**config.mk**
```make
export PLATFORM = sky130hd
export DESIGN_NAME = encoder_to_servo_follower
export DESIGN_NICKNAME = d
export VERILOG_FILES = /design/src/rtl/esf_pkg.sv /design/src/rtl/esf_track.sv /design/src/rtl/esf_target.sv /design/src/rtl/encoder_to_servo_follower.sv
export SDC_FILE = /design/constraint.sdc
export NUM_CORES = 1
export LEC_CHECK = 0
export ABC_CLOCK_PERIOD_IN_PS = 6100
export CORE_UTILIZATION = 40
export DETAILED_ROUTE_END_ITERATION = 7
export DONT_BUFFER_PORTS = 1
export PLACE_DENSITY = 0.64
export REMOVE_ABC_BUFFERS = 1
export SLEW_MARGIN = 20
export SYNTH_ARGS = -nofsm -noshare
export SYNTH_HDL_FRONTEND = slang
export SYNTH_SLANG_ARGS = --single-unit
```
**constraint.sdc**
```tcl
create_clock -name aclk -period 6.1 [get_ports aclk]
set_input_delay 1.83 -clock aclk [delete_from_list [all_inputs] [get_ports aclk]]
set_output_delay 1.83 -clock aclk [all_outputs]
set_load 0.02 [all_outputs]
```
**src/rtl/esf_pkg.sv**
```systemverilog
// ----------------------------------------------------------------------------
// esf_pkg
// Shared types and constants of the encoder-to-servo follower.
// ----------------------------------------------------------------------------
package esf_pkg;

    // Default sizes of the position counter and the debounce quiet-time counter
    localparam int POSITION_WIDTH_DEF = 32;
    localparam int QUIET_WIDTH_DEF    = 16;

    // Configuration register widths and indexes
    localparam int DEBOUNCE_W = 16;
    localparam int OFFSET_W   = 12;
    localparam int CFG_DATA_W = 16;
    localparam int CFG_IDX_W  = 2;

    localparam logic [CFG_IDX_W-1:0] REG_DEBOUNCE_MS   = 2'd0;
    localparam logic [CFG_IDX_W-1:0] REG_CENTER_OFFSET = 2'd1;
    localparam logic [CFG_IDX_W-1:0] REG_TARGET_LIMIT  = 2'd2;

    // Register reset values
    localparam logic [DEBOUNCE_W-1:0] DEBOUNCE_RESET = 16'd50;
    localparam logic [OFFSET_W-1:0]   OFFSET_RESET   = 12'd2048;
    localparam logic [OFFSET_W-1:0]   LIMIT_RESET    = 12'd4095;

    // Gain step codes
    localparam logic [1:0] GAIN_HALF   = 2'd0;
    localparam logic [1:0] GAIN_UNITY  = 2'd1;
    localparam logic [1:0] GAIN_DOUBLE = 2'd2;
    localparam logic [1:0] GAIN_QUAD   = 2'd3;

    // Count is clamped to this span before scaling
    localparam logic signed [15:0] CLAMP_HI = 16'sd16384;
    localparam logic signed [15:0] CLAMP_LO = -16'sd16384;

    // Scaled count plus offset: +-65536 + 4095 fits in 19 signed bits
    localparam int SCALE_W = 19;

    localparam int POS_OUT_W = 32;

    // Flags that travel with one transaction from the tracker to the target stage
    typedef struct packed {
        logic [1:0] gain_index;
        logic       move;
        logic       gain_changed;
    } esf_flags_t;

endpackage

```
**src/rtl/esf_track.sv**
```systemverilog
// ----------------------------------------------------------------------------
// esf_track
// Quadrature decode, button debounce and gain step; one transaction per cycle unless the target stage stalls.
// ----------------------------------------------------------------------------
module esf_track import esf_pkg::*; #(
    parameter int PW = POSITION_WIDTH_DEF,
    parameter int QW = QUIET_WIDTH_DEF
) (
    input  logic                  aclk,
    input  logic                  aresetn,
    input  logic                  in_valid,
    output logic                  in_ready,
    input  logic                  a_level,
    input  logic                  b_level,
    input  logic                  button_level,
    input  logic                  ms_tick,
    input  logic [DEBOUNCE_W-1:0] debounce_ms,
    output logic                  mid_valid,
    input  logic                  mid_ready,
    output logic [PW-1:0]         mid_count,
    output esf_flags_t            mid_flags
);

    localparam int CMP_W = (QW > DEBOUNCE_W) ? QW : DEBOUNCE_W;
    localparam logic [QW-1:0] QUIET_MAX = {QW{1'b1}};

    logic          primed_reg,  primed_next;
    logic          prev_a_reg,  prev_b_reg;
    logic [PW-1:0] count_reg,   count_next;
    logic          raw_prev_reg;
    logic          stable_reg,  stable_next;
    logic [QW-1:0] quiet_reg,   quiet_next;
    logic [1:0]    gain_reg,    gain_next;
    logic          mid_valid_reg;
    logic [PW-1:0] mid_count_reg;
    esf_flags_t    mid_flags_reg;

    logic          accept;
    logic          chg_a, chg_b;
    logic [PW-1:0] count_enc;
    logic [PW-1:0] count_before;
    logic          press;
    logic          level_ok;
    logic          move;

    assign in_ready = !mid_valid_reg || mid_ready;
    assign accept   = in_valid && in_ready;

    // The commanded count always equals the count left by the previous item,
    // so only the count itself is kept.
    always_comb begin
        chg_a     = a_level != prev_a_reg;
        chg_b     = b_level != prev_b_reg;
        count_enc = count_reg;
        // One channel moved: step; both moved: the two rules cancel
        if (primed_reg && (chg_a ^ chg_b)) begin
            if (chg_a ^ (a_level == b_level)) begin
                count_enc = count_reg + PW'(1);
            end else begin
                count_enc = count_reg - PW'(1);
            end
        end
        primed_next = 1'b1;

        if (button_level != raw_prev_reg) begin
            quiet_next = '0;
        end else if (ms_tick && quiet_reg != QUIET_MAX) begin
            quiet_next = quiet_reg + QW'(1);
        end else begin
            quiet_next = quiet_reg;
        end

        level_ok    = (CMP_W'(quiet_next) > CMP_W'(debounce_ms))
                      && (button_level != stable_reg);
        press       = level_ok && !button_level;
        stable_next = level_ok ? button_level : stable_reg;
        gain_next   = press ? gain_reg + 2'd1 : gain_reg;
        count_next  = press ? '0 : count_enc;
        count_before = press ? '0 : count_reg;
        move        = count_next != count_before;
    end

    always_ff @(posedge aclk) begin
        if (!aresetn) begin
            primed_reg    <= 1'b0;
            prev_a_reg    <= 1'b0;
            prev_b_reg    <= 1'b0;
            count_reg     <= '0;
            raw_prev_reg  <= 1'b1;
            stable_reg    <= 1'b0;
            quiet_reg     <= '0;
            gain_reg      <= GAIN_UNITY;
            mid_valid_reg <= 1'b0;
        end else begin
            if (accept) begin
                primed_reg   <= primed_next;
                prev_a_reg   <= a_level;
                prev_b_reg   <= b_level;
                count_reg    <= count_next;
                raw_prev_reg <= button_level;
                stable_reg   <= stable_next;
                quiet_reg    <= quiet_next;
                gain_reg     <= gain_next;
            end
            if (accept) begin
                mid_valid_reg <= 1'b1;
            end else if (mid_ready) begin
                mid_valid_reg <= 1'b0;
            end
        end
    end

    always_ff @(posedge aclk) begin
        if (accept) begin
            mid_count_reg              <= count_next;
            mid_flags_reg.gain_index   <= gain_next;
            mid_flags_reg.move         <= move;
            mid_flags_reg.gain_changed <= press;
        end
    end

    assign mid_valid = mid_valid_reg;
    assign mid_count = mid_count_reg;
    assign mid_flags = mid_flags_reg;

    // Gain holds unless a transaction is taken
    a_gain_hold: assert property (@(posedge aclk) disable iff (!aresetn)
        !accept |=> $stable(gain_reg))
        else $error("gain step moved without a transaction");

    // A gain advance always comes with a zeroed count
    a_press_zero: assert property (@(posedge aclk) disable iff (!aresetn)
        mid_valid_reg && mid_flags_reg.gain_changed |-> mid_count_reg == '0)
        else $error("gain advanced but count not cleared");

    // The forwarded count is the tracked count of the last transaction
    a_count_fwd: assert property (@(posedge aclk) disable iff (!aresetn)
        accept |=> mid_count_reg == count_reg)
        else $error("forwarded count differs from tracked count");

    // Gain advances by exactly one step on a press
    a_gain_step: assert property (@(posedge aclk) disable iff (!aresetn)
        accept && press |=> gain_reg == $past(gain_reg) + 2'd1)
        else $error("gain step did not advance by one");

endmodule

```
**src/rtl/esf_target.sv**
```systemverilog
// ----------------------------------------------------------------------------
// esf_target
// Servo target scaling and clamping, and the result register.
// ----------------------------------------------------------------------------
module esf_target import esf_pkg::*; #(
    parameter int PW = POSITION_WIDTH_DEF
) (
    input  logic                 aclk,
    input  logic                 aresetn,
    input  logic                 mid_valid,
    output logic                 mid_ready,
    input  logic [PW-1:0]        mid_count,
    input  esf_flags_t           mid_flags,
    input  logic [OFFSET_W-1:0]  center_offset,
    input  logic [OFFSET_W-1:0]  target_limit,
    output logic                 out_valid,
    input  logic                 out_ready,
    output logic [POS_OUT_W-1:0] out_position,
    output esf_flags_t           out_flags,
    output logic [OFFSET_W-1:0]  out_target
);

    logic                 out_valid_reg;
    logic [POS_OUT_W-1:0] pos_reg;
    esf_flags_t           flags_reg;
    logic [OFFSET_W-1:0]  target_reg;

    logic signed [PW-1:0]      cnt_s;
    logic signed [15:0]        clamped;
    logic signed [15:0]        rnd;
    logic signed [15:0]        half;
    logic signed [SCALE_W-1:0] scaled;
    logic signed [SCALE_W-1:0] off_s;
    logic signed [SCALE_W-1:0] lim_s;
    logic signed [SCALE_W-1:0] sum;
    logic [OFFSET_W-1:0]       target;
    logic                      load;

    assign mid_ready = !out_valid_reg || out_ready;
    assign load      = mid_valid && mid_ready;

    always_comb begin
        cnt_s = mid_count;
        if (cnt_s > PW'(CLAMP_HI)) begin
            clamped = CLAMP_HI;
        end else if (cnt_s < PW'(CLAMP_LO)) begin
            clamped = CLAMP_LO;
        end else begin
            clamped = 16'(cnt_s);
        end
        // Half gain truncates toward zero: bias negatives by one before the shift
        rnd  = {15'b0, clamped[15]};
        half = (clamped + rnd) >>> 1;
        case (mid_flags.gain_index)
            GAIN_HALF:   scaled = SCALE_W'(half);
            GAIN_UNITY:  scaled = SCALE_W'(clamped);
            GAIN_DOUBLE: scaled = (SCALE_W'(clamped)) <<< 1;
            GAIN_QUAD:   scaled = (SCALE_W'(clamped)) <<< 2;
            default:     scaled = SCALE_W'(clamped);
        endcase
        off_s = SCALE_W'(center_offset);
        lim_s = SCALE_W'(target_limit);
        sum   = off_s + scaled;
        if (sum < 0) begin
            target = '0;
        end else if (sum > lim_s) begin
            target = target_limit;
        end else begin
            target = OFFSET_W'(sum);
        end
    end

    always_ff @(posedge aclk) begin
        if (!aresetn) begin
            out_valid_reg <= 1'b0;
        end else if (load) begin
            out_valid_reg <= 1'b1;
        end else if (out_ready) begin
            out_valid_reg <= 1'b0;
        end
    end

    always_ff @(posedge aclk) begin
        if (load) begin
            pos_reg    <= POS_OUT_W'(cnt_s);
            flags_reg  <= mid_flags;
            target_reg <= target;
        end
    end

    assign out_valid    = out_valid_reg;
    assign out_position = pos_reg;
    assign out_flags    = flags_reg;
    assign out_target   = target_reg;

    // The clamp keeps every new target within the limit
    a_limit: assert property (@(posedge aclk) disable iff (!aresetn)
        load |=> target_reg <= $past(target_limit))
        else $error("target above limit");

    // Zero count with the limit at or above the offset gives the offset
    a_center: assert property (@(posedge aclk) disable iff (!aresetn)
        load && mid_count == '0 && target_limit >= center_offset
        |=> target_reg == $past(center_offset))
        else $error("zero count does not map to the center offset");

    // A stalled result keeps its target
    a_hold: assert property (@(posedge aclk) disable iff (!aresetn)
        out_valid_reg && !out_ready |=> $stable(target_reg))
        else $error("stalled result changed");

endmodule

```
**src/rtl/encoder_to_servo_follower.sv**
```systemverilog
// ----------------------------------------------------------------------------
// encoder_to_servo_follower
// Quadrature encoder follower with debounced gain select and servo target.
// ----------------------------------------------------------------------------
// Path: a result is registered in the tracker register, then in the
//   target/result register.
// Throughput: 1 transaction per cycle unless the result stream stalls; the
//   tracker updates its state as it takes a sample, so samples may arrive back to back.
// Reset: aresetn is synchronous, active low; it clears both pipeline stages,
//   the count and debounce state, sets unity gain and the register defaults.
module encoder_to_servo_follower import esf_pkg::*; #(
    parameter int POSITION_WIDTH = POSITION_WIDTH_DEF,
    parameter int QUIET_WIDTH    = QUIET_WIDTH_DEF
) (
    input  logic                  aclk,
    input  logic                  aresetn,
    // Input stream
    input  logic                  s_tvalid,
    output logic                  s_tready,
    input  logic [7:0]            s_tdata,   // a_level, b_level, button_level, ms_tick, 0...
    // Result stream
    output logic                  m_tvalid,
    input  logic                  m_tready,
    output logic [47:0]           m_tdata,   // position[31:0], gain_index[1:0],
                                             // target_position[11:0], move, gain_changed
    // Configuration write port
    input  logic                  cfg_we,
    input  logic [CFG_IDX_W-1:0]  cfg_idx,
    input  logic [CFG_DATA_W-1:0] cfg_data
);

    // Configuration registers
    logic [DEBOUNCE_W-1:0] debounce_ms_reg;
    logic [OFFSET_W-1:0]   center_offset_reg;
    logic [OFFSET_W-1:0]   target_limit_reg;

    // Tracker to target stage
    logic                      mid_valid;
    logic                      mid_ready;
    logic [POSITION_WIDTH-1:0] mid_count;
    esf_flags_t                mid_flags;

    // Result register contents
    logic [POS_OUT_W-1:0] out_position;
    esf_flags_t           out_flags;
    logic [OFFSET_W-1:0]  out_target;

    // Take register writes directly; indexes beyond the list are dropped
    always_ff @(posedge aclk) begin
        if (!aresetn) begin
            debounce_ms_reg   <= DEBOUNCE_RESET;
            center_offset_reg <= OFFSET_RESET;
            target_limit_reg  <= LIMIT_RESET;
        end else if (cfg_we) begin
            case (cfg_idx)
                REG_DEBOUNCE_MS:   debounce_ms_reg   <= cfg_data;
                REG_CENTER_OFFSET: center_offset_reg <= cfg_data[OFFSET_W-1:0];
                REG_TARGET_LIMIT:  target_limit_reg  <= cfg_data[OFFSET_W-1:0];
                default: ;
            endcase
        end
    end

    // Stage 1: decode encoder edges, debounce the button, advance gain
    esf_track #(
        .PW (POSITION_WIDTH),
        .QW (QUIET_WIDTH)
    ) u_track (
        .aclk         (aclk),
        .aresetn      (aresetn),
        .in_valid     (s_tvalid),
        .in_ready     (s_tready),
        .a_level      (s_tdata[0]),
        .b_level      (s_tdata[1]),
        .button_level (s_tdata[2]),
        .ms_tick      (s_tdata[3]),
        .debounce_ms  (debounce_ms_reg),
        .mid_valid    (mid_valid),
        .mid_ready    (mid_ready),
        .mid_count    (mid_count),
        .mid_flags    (mid_flags)
    );

    // Stage 2: scale and clamp the target, hold the result until taken
    esf_target #(
        .PW (POSITION_WIDTH)
    ) u_target (
        .aclk          (aclk),
        .aresetn       (aresetn),
        .mid_valid     (mid_valid),
        .mid_ready     (mid_ready),
        .mid_count     (mid_count),
        .mid_flags     (mid_flags),
        .center_offset (center_offset_reg),
        .target_limit  (target_limit_reg),
        .out_valid     (m_tvalid),
        .out_ready     (m_tready),
        .out_position  (out_position),
        .out_flags     (out_flags),
        .out_target    (out_target)
    );

    // Pack the result fields, highest field first
    assign m_tdata = {out_flags.gain_changed, out_flags.move, out_target,
                      out_flags.gain_index, out_position};

endmodule

```
==> flow_summary.toml, run 1 <==
[status]
status = "complete, no violations"

[timing]
setup_violations = 0
slew_violations = 0
timing.hold.ws_ps = 427
period_share = 0.946
hold_viol = 0
fmax_ghz = 0.173
tightest_slew_ps = 868
finalClockSkew_ps = 12.9
fin_crit_ps = 5770
maxSlewHeadroom = 0.420

[pwr]
power.total_mw = 3.01
p_leak_nw = 4.89
p_per_area_nw_per_um2 = 247
peakVddDrop_uv = 140

[worst_setup_path]
critPathRequiredTime_ps = 6270
crit_family = "compound AO/OA/AOI/OAI gates"
criticalPathCategory = "reg -> reg"
start_kind = "register"
cp_slowest_cell = "edfxtp_1"
cp.arrival_ps = 5940
cp_common_cell = "ha_1"
reg2reg_from = "u_track.mid_count[23]"
crit_fanout = 11
worstPathBufferInverterCount = 2
crit_start = "u_track.mid_count[23]"
cpPeakStageDelay_ps = 440
cp-end-kind = "register"

[clock_tree]
cts_buffer_depth = 2
cts_buffers = 17
clk_pin_slew_ps = 70
h-tree-depth = 4
clockRootBuffer = "clkbuf_16"
cts_sinks = 181
insertion_delay_ps = 430
cts_tree = "yes"

[finish]
diodes = 0
final_util = 0.452
mostFrequentLayoutCells = "nand2_1, nor2_1, a21oi_1"
seq_area_um2 = 4460
area_delta_synth_final_pct = 10.7
nFillCells = 2602
drive_above_1_share = 0.0816
multiInputGateArea_um2 = 6170
final_common_cell = "nand2_1"
final_nets = 1367

[yosys]
yosys_most_used_dff = "dfxtp_1"
synthArstFlopShare = 0
synth_edf_count = 84
yosys_warnings = 0
ys_ff_latch = 181
syn_area_um2 = 11000
synth.distinct_cells = 73
syn_inst = 1259
syn_area_per_cell_um2 = 8.73
synth-seq-area-share = 0.406

[drt]
ant_nets = 0
drc = 0
drtIter0Drc = 789
drt_pre_antenna_iters = 5
avgRoutedWirePerCell_um = 16.9
routed_wl_mm = 27.3
via_per_inst = 5.65
via_count = 9126

[floorplanning]
die_y_um = 168
io_pins = 81
fp.coreArea_um2 = 27000
dieArea_um2 = 28100
rows = 60
initial_core_util = 0.408
die_w_um = 168

[placement]
port-buffer-count = 0
dp_hpwl_mm = 19.5
place_congestion = 0.902

[job]
max-cap-violations = 0

[global_route]
grt-ovfl-total = 0
busiest_layer = "met2"
grtUsageMet2 = 0.332
grt_use_met1 = 0.250
grt_pass1_vias = 8674
grt_pass1_wl_mm = 44.2
grt_max_degree = 58
use_met3 = 0.0339
grt_use_total = 0.196
grt_antenna_before_repair = 0

[hold_path]
worstHoldPathType = "reg -> reg"
min_from = "u_track.mid_flags[1]"
-- logic make-up (layout without fill, tap and decap cells) --
logic type	count (synthesis)	in the layout	share of synthesized area
adders and majority gates	75	75	0.0867
AOI/OAI and AO/OA	328	328	0.197
buffers and inverters	110	125	0.0386
xor gates and xnor gates	61	61	0.0486
muxes	23	23	0.0213
DFF	181	181	0.406
and+or+nand+nor	481	481	0.202
-- routing by layer --
layer  part of all wire  up-vias
met1               0.46     4364
li1                   -     4568
met2               0.48      159
met3              0.033       35
met4              0.026        0
met5                  0        -
-- area by class of cell --
cell class / count / share of cell area
clock buffer: 17 / 0.0350
clock inverter: 15 / 0.0142
inverter: 50 / 0.0155
multi-input combinational: 968 / 0.507
sequential: 181 / 0.367
tap: 341 / 0.0351
timing repair buffer: 43 / 0.0265
-- power breakdown --
group / switching [mW] / internal (mW) / total (mW)
Clock: 0.511 / 0.616 / 1.13
Combinational: 0.283 / 0.173 / 0.456
Sequential: 0.0719 / 1.36 / 1.43
-- synthesized netlist by cell type, drive strengths merged (20+ instances only) --
master  number  area (µm²)
a21o        22         165
a21oi      103         515
clkbuf      51         191
dfxtp       97        1940
edfxtp      84        2520
ha          73         913
inv         49         184
mux2i       20         200
nand2      197         739
nand3       36         180
nor2       108         405
nor3        25         130
o211ai      21         158
o21ai       49         245
xnor2       32         280
xor2        29         254
-- metrics by stage --
step | worst slack, ps | TNS (ps) | instances | cell area [µm²]
finish | 326 | 0 | 1615 | 12200
global route | -36.4 | -235 | 1615 | 12200
CTS | 56.3 | 0 | 1613 | 12100
detailed placement | 13.5 | 0 | 1581 | 11500
global placement | 154 | 0 | 1581 | 11500
floorplan | -1870 | -69910 | 1199 | 10800
-- path summary, 6_finish.rpt --
| path | endpoint | cells after the start | slack, ps |
|---|---|---|---|
| max | u_target.out_target[5] | 25 | 330 |
| min | u_target.out_flags[1] | 0 | 430 |
| max reg2reg | u_target.out_target[5] | 25 | 330 |
| min reg2reg | u_target.out_flags[1] | 0 | 430 |
-- what timing repair did --
item,4_1_cts,5_1_grt
gates resized for setup,1,8
setup endpoints to repair,7,12
pin swaps,0,2
hold buffers,0,0
setup buffers,0,2
(Power assumes the default switching activity.)
==> inputs of run 2 (changes only) <==
--- a/config.mk
+++ b/config.mk
@@ -6,10 +6,11 @@
 export NUM_CORES = 1
 export LEC_CHECK = 0
 export ABC_CLOCK_PERIOD_IN_PS = 6100
-export CORE_UTILIZATION = 40
+export CORE_UTILIZATION = 38
 export DETAILED_ROUTE_END_ITERATION = 7
 export DONT_BUFFER_PORTS = 1
-export PLACE_DENSITY = 0.64
+export GPL_TIMING_DRIVEN = 0
+export PLACE_DENSITY = 0.62
 export REMOVE_ABC_BUFFERS = 1
 export SLEW_MARGIN = 20
 export SYNTH_ARGS = -nofsm -noshare
==> run 2 against run 1 <==
Net effect: count of clock-buffer cells in the layout grew 3; power about the same; worst hold slack worse by 6.5 ps; combinational power decreased by 4%; sequential share of layout area fell by 0.33 points; wire length shrank 1.2%; via count is 0.92% lower; global-route usage decreased by 0.92 points.
==> flow_summary.toml, run 2 (same netlist as run 1, synthesis figures left out) <==
[drt]
drc = 0
ant_nets = 0
drt_pre_antenna_iters = 5
via_per_inst = 5.52
avgRoutedWirePerCell_um = 16.5
drtIter0Drc = 682
via_count = 9042
routed_wl_mm = 27.0

[worst_setup_path]
cp_slowest_cell = "or4b_1"
cpPeakStageDelay_ps = 580
crit_fanout = 7
crit_start = "u_track.mid_count[1]"
cp-end-kind = "register"
critPathRequiredTime_ps = 6300
worstSetupEndpoint = "u_target.out_target[2]"
r2r_slack_ps = 200
rr_worst_depth = 21
crit_chain = "nor4_2, nand4_1, a211oi_4, or2_4, and2_1, ha_1, and4_1, and3_2, nand3_1, or3_1, a21oi_1, a211oi_1, a211oi_1, ha_1, and4_1, a21boi_0, or4b_1, a32o_1, nor3_2, o22ai_4, mux2_2"
r2r-end = "u_target.out_target[2]"
cp.arrival_ps = 6100
reg2reg_from = "u_track.mid_count[1]"
criticalPathCategory = "reg -> reg"
start_kind = "register"

[clock_tree]
cts_sinks = 181
cts_tree = "yes"
insertion_delay_ps = 450
cts_buffers = 17
cts_buffer_depth = 2
holdBufCountCts = 0
clockRootBuffer = "clkbuf_16"
clk_pin_slew_ps = 80
h-tree-depth = 4

[timing]
hold_viol = 0
fmax_ghz = 0.170
tightest_slew_ps = 1080
setup_violations = 0
rsz0062_at_grt = "false"
finalClockSkew_ps = 13.1
slew_violations = 0
period_share = 0.967
fin_crit_ps = 5900
maxSlewHeadroom = 0.277

[global_route]
grt_use_total = 0.186
grt_max_degree = 58
grt_antenna_before_repair = 0
grt_pass1_vias = 8186
grt_pass1_wl_mm = 43.3
grt-ovfl-total = 0

[pwr]
p_leak_nw = 4.88
peakVddDrop_uv = 192
p_per_area_nw_per_um2 = 245
power.total_mw = 3.01

[finish]
multiInputGateArea_um2 = 6240
final_common_cell = "nand2_1"
diodes = 0
area_delta_synth_final_pct = 11.7
final_area_um2 = 12300
final_nets = 1354
mostFrequentLayoutCells = "nand2_1, nor2_1, a21oi_1"
nFillCells = 2766
final_util = 0.437
drive_above_1_share = 0.0785
seq_area_um2 = 4460

[floorplanning]
die_w_um = 172
fp.coreArea_um2 = 28100
initial_core_util = 0.391
die_y_um = 172
io_pins = 81
dieArea_um2 = 29600
rows = 61

[status]
status = "complete, no violations"

[placement]
place_congestion = 0.929
dp_hpwl_mm = 19.0
post_dp_cell_area_um2 = 11400
port-buffer-count = 0

[hold_path]
min_from = "u_track.mid_flags[0]"
worstHoldPathType = "reg -> reg"

[job]
max-cap-violations = 0
-- run 2: cell types whose count changed in the layout (fill, tap and decap cells not counted), sizes merged --
cell	change
clkinv	-2
buf	-13
inv	+3
bufinv	-2
clkbuf	+3
clkinvlp	-2
-- run 2: power by group --
group	switching (mW)	leakage, nW	total [mW]	internal (mW)
registers	0.0874	1.60	1.44	1.36
logic	0.271	2.98	0.439	0.168
clock network	0.533	0.297	1.13	0.593
total	0.891	4.88	3.01	2.12
-- run 2: through the flow --
step	hold slack, ps	setup WS [ps]	TNS (ps)	cells
final	420	201	0	1639
after global routing	429	13.7	0	1639
after CTS	420	62.2	0	1622
after detailed placement	410	-572	-5750	1587
after global placement	403	-5370	-296350	1577
after floorplan	400	-1870	-69910	1199
-- run 2: how the worst min path moves through the flow --
stage,end,cells after the start
2_1_floorplan,u_target.out_flags[0],0
3_3_place_gp,u_target.out_flags[1],0
3_5_place_dp,u_target.out_flags[1],0
4_1_cts,u_target.out_flags[0],0
5_1_grt,u_target.out_flags[0],0
6_report,u_target.out_flags[0],0
-- run 2: area by class of cell --
class,instances,area share
multi-input cells,968,0.508
inverters,50,0.0154
well taps,378,0.0385
clock buffers,20,0.0390
flip-flops and latches,181,0.363
clock inverters,12,0.00998
repair buffers,30,0.0252
-- run 2: timing repair --
item / 4_1_cts / 5_1_grt
buffers inserted: 3 / 15
endpoints found under the setup margin: 12 / 12
gates cloned: 0 / 0
endpoints found under the hold margin: 0 / 0
resized for setup: 8 / 9
pin swaps: 2 / 7
-- run 2: worst max-delay path: cells and delay by family (launching register included) --
family                   cells  cell delay, ps
adder cells (fa/ha/maj)      2             530
AO/OA/AOI/OAI                7            1460
flip-flops                   1             520
AND/OR/NAND/NOR             11            2820
multiplexers                 1             320
-- run 2: routing by layer --
layer  vias to the layer above  track usage  wire length [µm]
met5                         -            0                 0
met4                         0       0.0639               517
met3                        28       0.0339               773
met2                       156        0.298             12600
met1                      4294        0.252             13100
li1                       4564            -                 -
==> inputs of run 3 (changes only) <==
--- a/config.mk
+++ b/config.mk
@@ -6,11 +6,11 @@
 export NUM_CORES = 1
 export LEC_CHECK = 0
 export ABC_CLOCK_PERIOD_IN_PS = 6100
-export CORE_UTILIZATION = 38
+export CORE_UTILIZATION = 62
 export DETAILED_ROUTE_END_ITERATION = 7
 export DONT_BUFFER_PORTS = 1
 export GPL_TIMING_DRIVEN = 0
-export PLACE_DENSITY = 0.62
+export PLACE_DENSITY = 0.88
 export REMOVE_ABC_BUFFERS = 1
 export SLEW_MARGIN = 20
 export SYNTH_ARGS = -nofsm -noshare
==> run 3 against run 2 <==
Net effect: critical path depth up 4; non-clock buffer count down 1; worst setup slack got worse by 80 ps; global-route usage rose by 12 points; sequential share of layout area rose by 0.81 points; die area decreased by 38%; power down 1.1%; clock power shrank 4%; largest cell class unchanged.
==> flow_summary.toml, run 3 (same netlist as run 1, synthesis figures left out) <==
[status]
status = "complete, no violations"

[clock_tree]
clk_pin_slew_ps = 70
cts_tree = "yes"
cts_sinks = 181
cts_buffers = 17
h-tree-depth = 4
holdBufCountCts = 0
cts_buffer_depth = 2
insertion_delay_ps = 450
clockRootBuffer = "clkbuf_16"

[finish]
area_delta_synth_final_pct = 9.31
seq_area_um2 = 4460
mostFrequentLayoutCells = "nand2_1, nor2_1, a21oi_1"
final_common_cell = "nand2_1"
drive_above_1_share = 0.0770
nFillCells = 1217
multiInputGateArea_um2 = 6210
diodes = 0
final_nets = 1353

[timing]
hold_viol = 0
slew_violations = 0
fin_crit_ps = 5980
setup_violations = 0
tns_ps = 0
finalClockSkew_ps = 12.9
maxSlewHeadroom = 0.271
period_share = 0.980
tightest_slew_ps = 1090
rsz0062_at_grt = "true"
setup_ws_ps = 121
fmax_ghz = 0.167

[pwr]
p_leak_nw = 4.85
peakVddDrop_uv = 194
p_sw_mw = 0.878
p_sw_frac = 0.295
p_int_mw = 2.10
p_seq_frac = 0.483
power_frac_comb = 0.153
p_per_area_nw_per_um2 = 248
power.total_mw = 2.98
clkPwrFrac = 0.363

[floorplanning]
dieArea_um2 = 18300
die_y_um = 135
die_w_um = 135
io_pins = 81
rows = 48
initial_core_util = 0.635
fp.coreArea_um2 = 17300

[drt]
avgRoutedWirePerCell_um = 18.5
drc = 0
drt_pre_antenna_iters = 6
via_count = 9696
ant_nets = 0
via_per_inst = 6.53
drtIter0Drc = 1114
routed_wl_mm = 27.4

[worst_setup_path]
worstPathBufferInverterCount = 1
cp_slowest_cell = "edfxtp_1"
cpPeakStageDelay_ps = 450
crit_family = "compound AO/OA/AOI/OAI gates"
criticalPathCategory = "reg -> reg"
start_kind = "register"
critPathRequiredTime_ps = 6300
crit_fanout = 12
cp-end-kind = "register"
cp.arrival_ps = 6180

[global_route]
grt-ovfl-total = 0
grt_pass1_vias = 9143
grt_use_total = 0.301
grt_max_degree = 58
grt_antenna_before_repair = 0
grt_pass1_wl_mm = 43.8

[job]
max-cap-violations = 0

[placement]
place_congestion = 0.900
dp_hpwl_mm = 17.7
place_ws_ps = -396
port-buffer-count = 0

[hold_path]
worstHoldPathType = "reg -> reg"
[run 3: cell count changes in the layout (fill, tap and decap cells not counted), moves of 2 or more]
cell	previous run	this run
clkinv_2	1	3
clkinv_4	2	5
clkinvlp_4	0	2
inv_6	5	3
nor4_2	2	4
clkbuf_16	19	17
buf_6	3	1
inv_8	4	1
[run 3: area by class of cell]
class	instances	share of cell area
clock buffers	17	0.0354
well taps	225	0.0234
inverters	50	0.0160
flip-flops and latches	181	0.372
repair buffers	29	0.0245
clock inverters	15	0.0124
multi-input cells	968	0.517
[run 3: worst paths after layout]
path                    startpoint                endpoint  slack, ps  cells after the start
min           u_track.mid_flags[0]   u_target.out_flags[0]        430                      0
min reg2reg   u_track.mid_flags[0]   u_target.out_flags[0]        430                      0
max          u_track.mid_count[20]  u_target.out_target[2]        120                     25
max reg2reg  u_track.mid_count[20]  u_target.out_target[2]        120                     25
[run 3: metrics by stage]
step / cell area [µm²] / utilization / hold slack, ps / cells
detailed placement: 11200 / 0.646 / 410 / 1433
global placement: 11000 / 0.638 / 401 / 1424
floorplan: 10800 / - / 400 / 1199
CTS: 11900 / 0.686 / 426 / 1474
global route: 12000 / 0.695 / 438 / 1485
finish: 12000 / 0.695 / 428 / 1485
[run 3: power by group through the flow]
stage	clock network [mW]	registers [mW]	logic, mW
2_1_floorplan	0	1.45	0.313
3_3_place_gp	0	1.47	0.379
3_5_place_dp	0	1.47	0.401
4_1_cts	1.08	1.44	0.423
5_1_grt	1.13	1.45	0.502
6_report	1.08	1.44	0.456
[run 3: routing by layer]
metal	global-route usage	part of all wire
met2	0.516	0.49
met1	0.364	0.40
met5	0	0
met4	0.151	0.043
met3	0.0539	0.068
[run 3: timing repair]
| action | in CTS | in global routing |
|---|---|---|
| endpoints found under the setup margin | 12 | 18 |
| setup buffers | 9 | 9 |
| pin swaps | 3 | 2 |
| resized for setup | 6 | 10 |
| endpoints found under the hold margin | 0 | 0 |
| cloned | 0 | 0 |
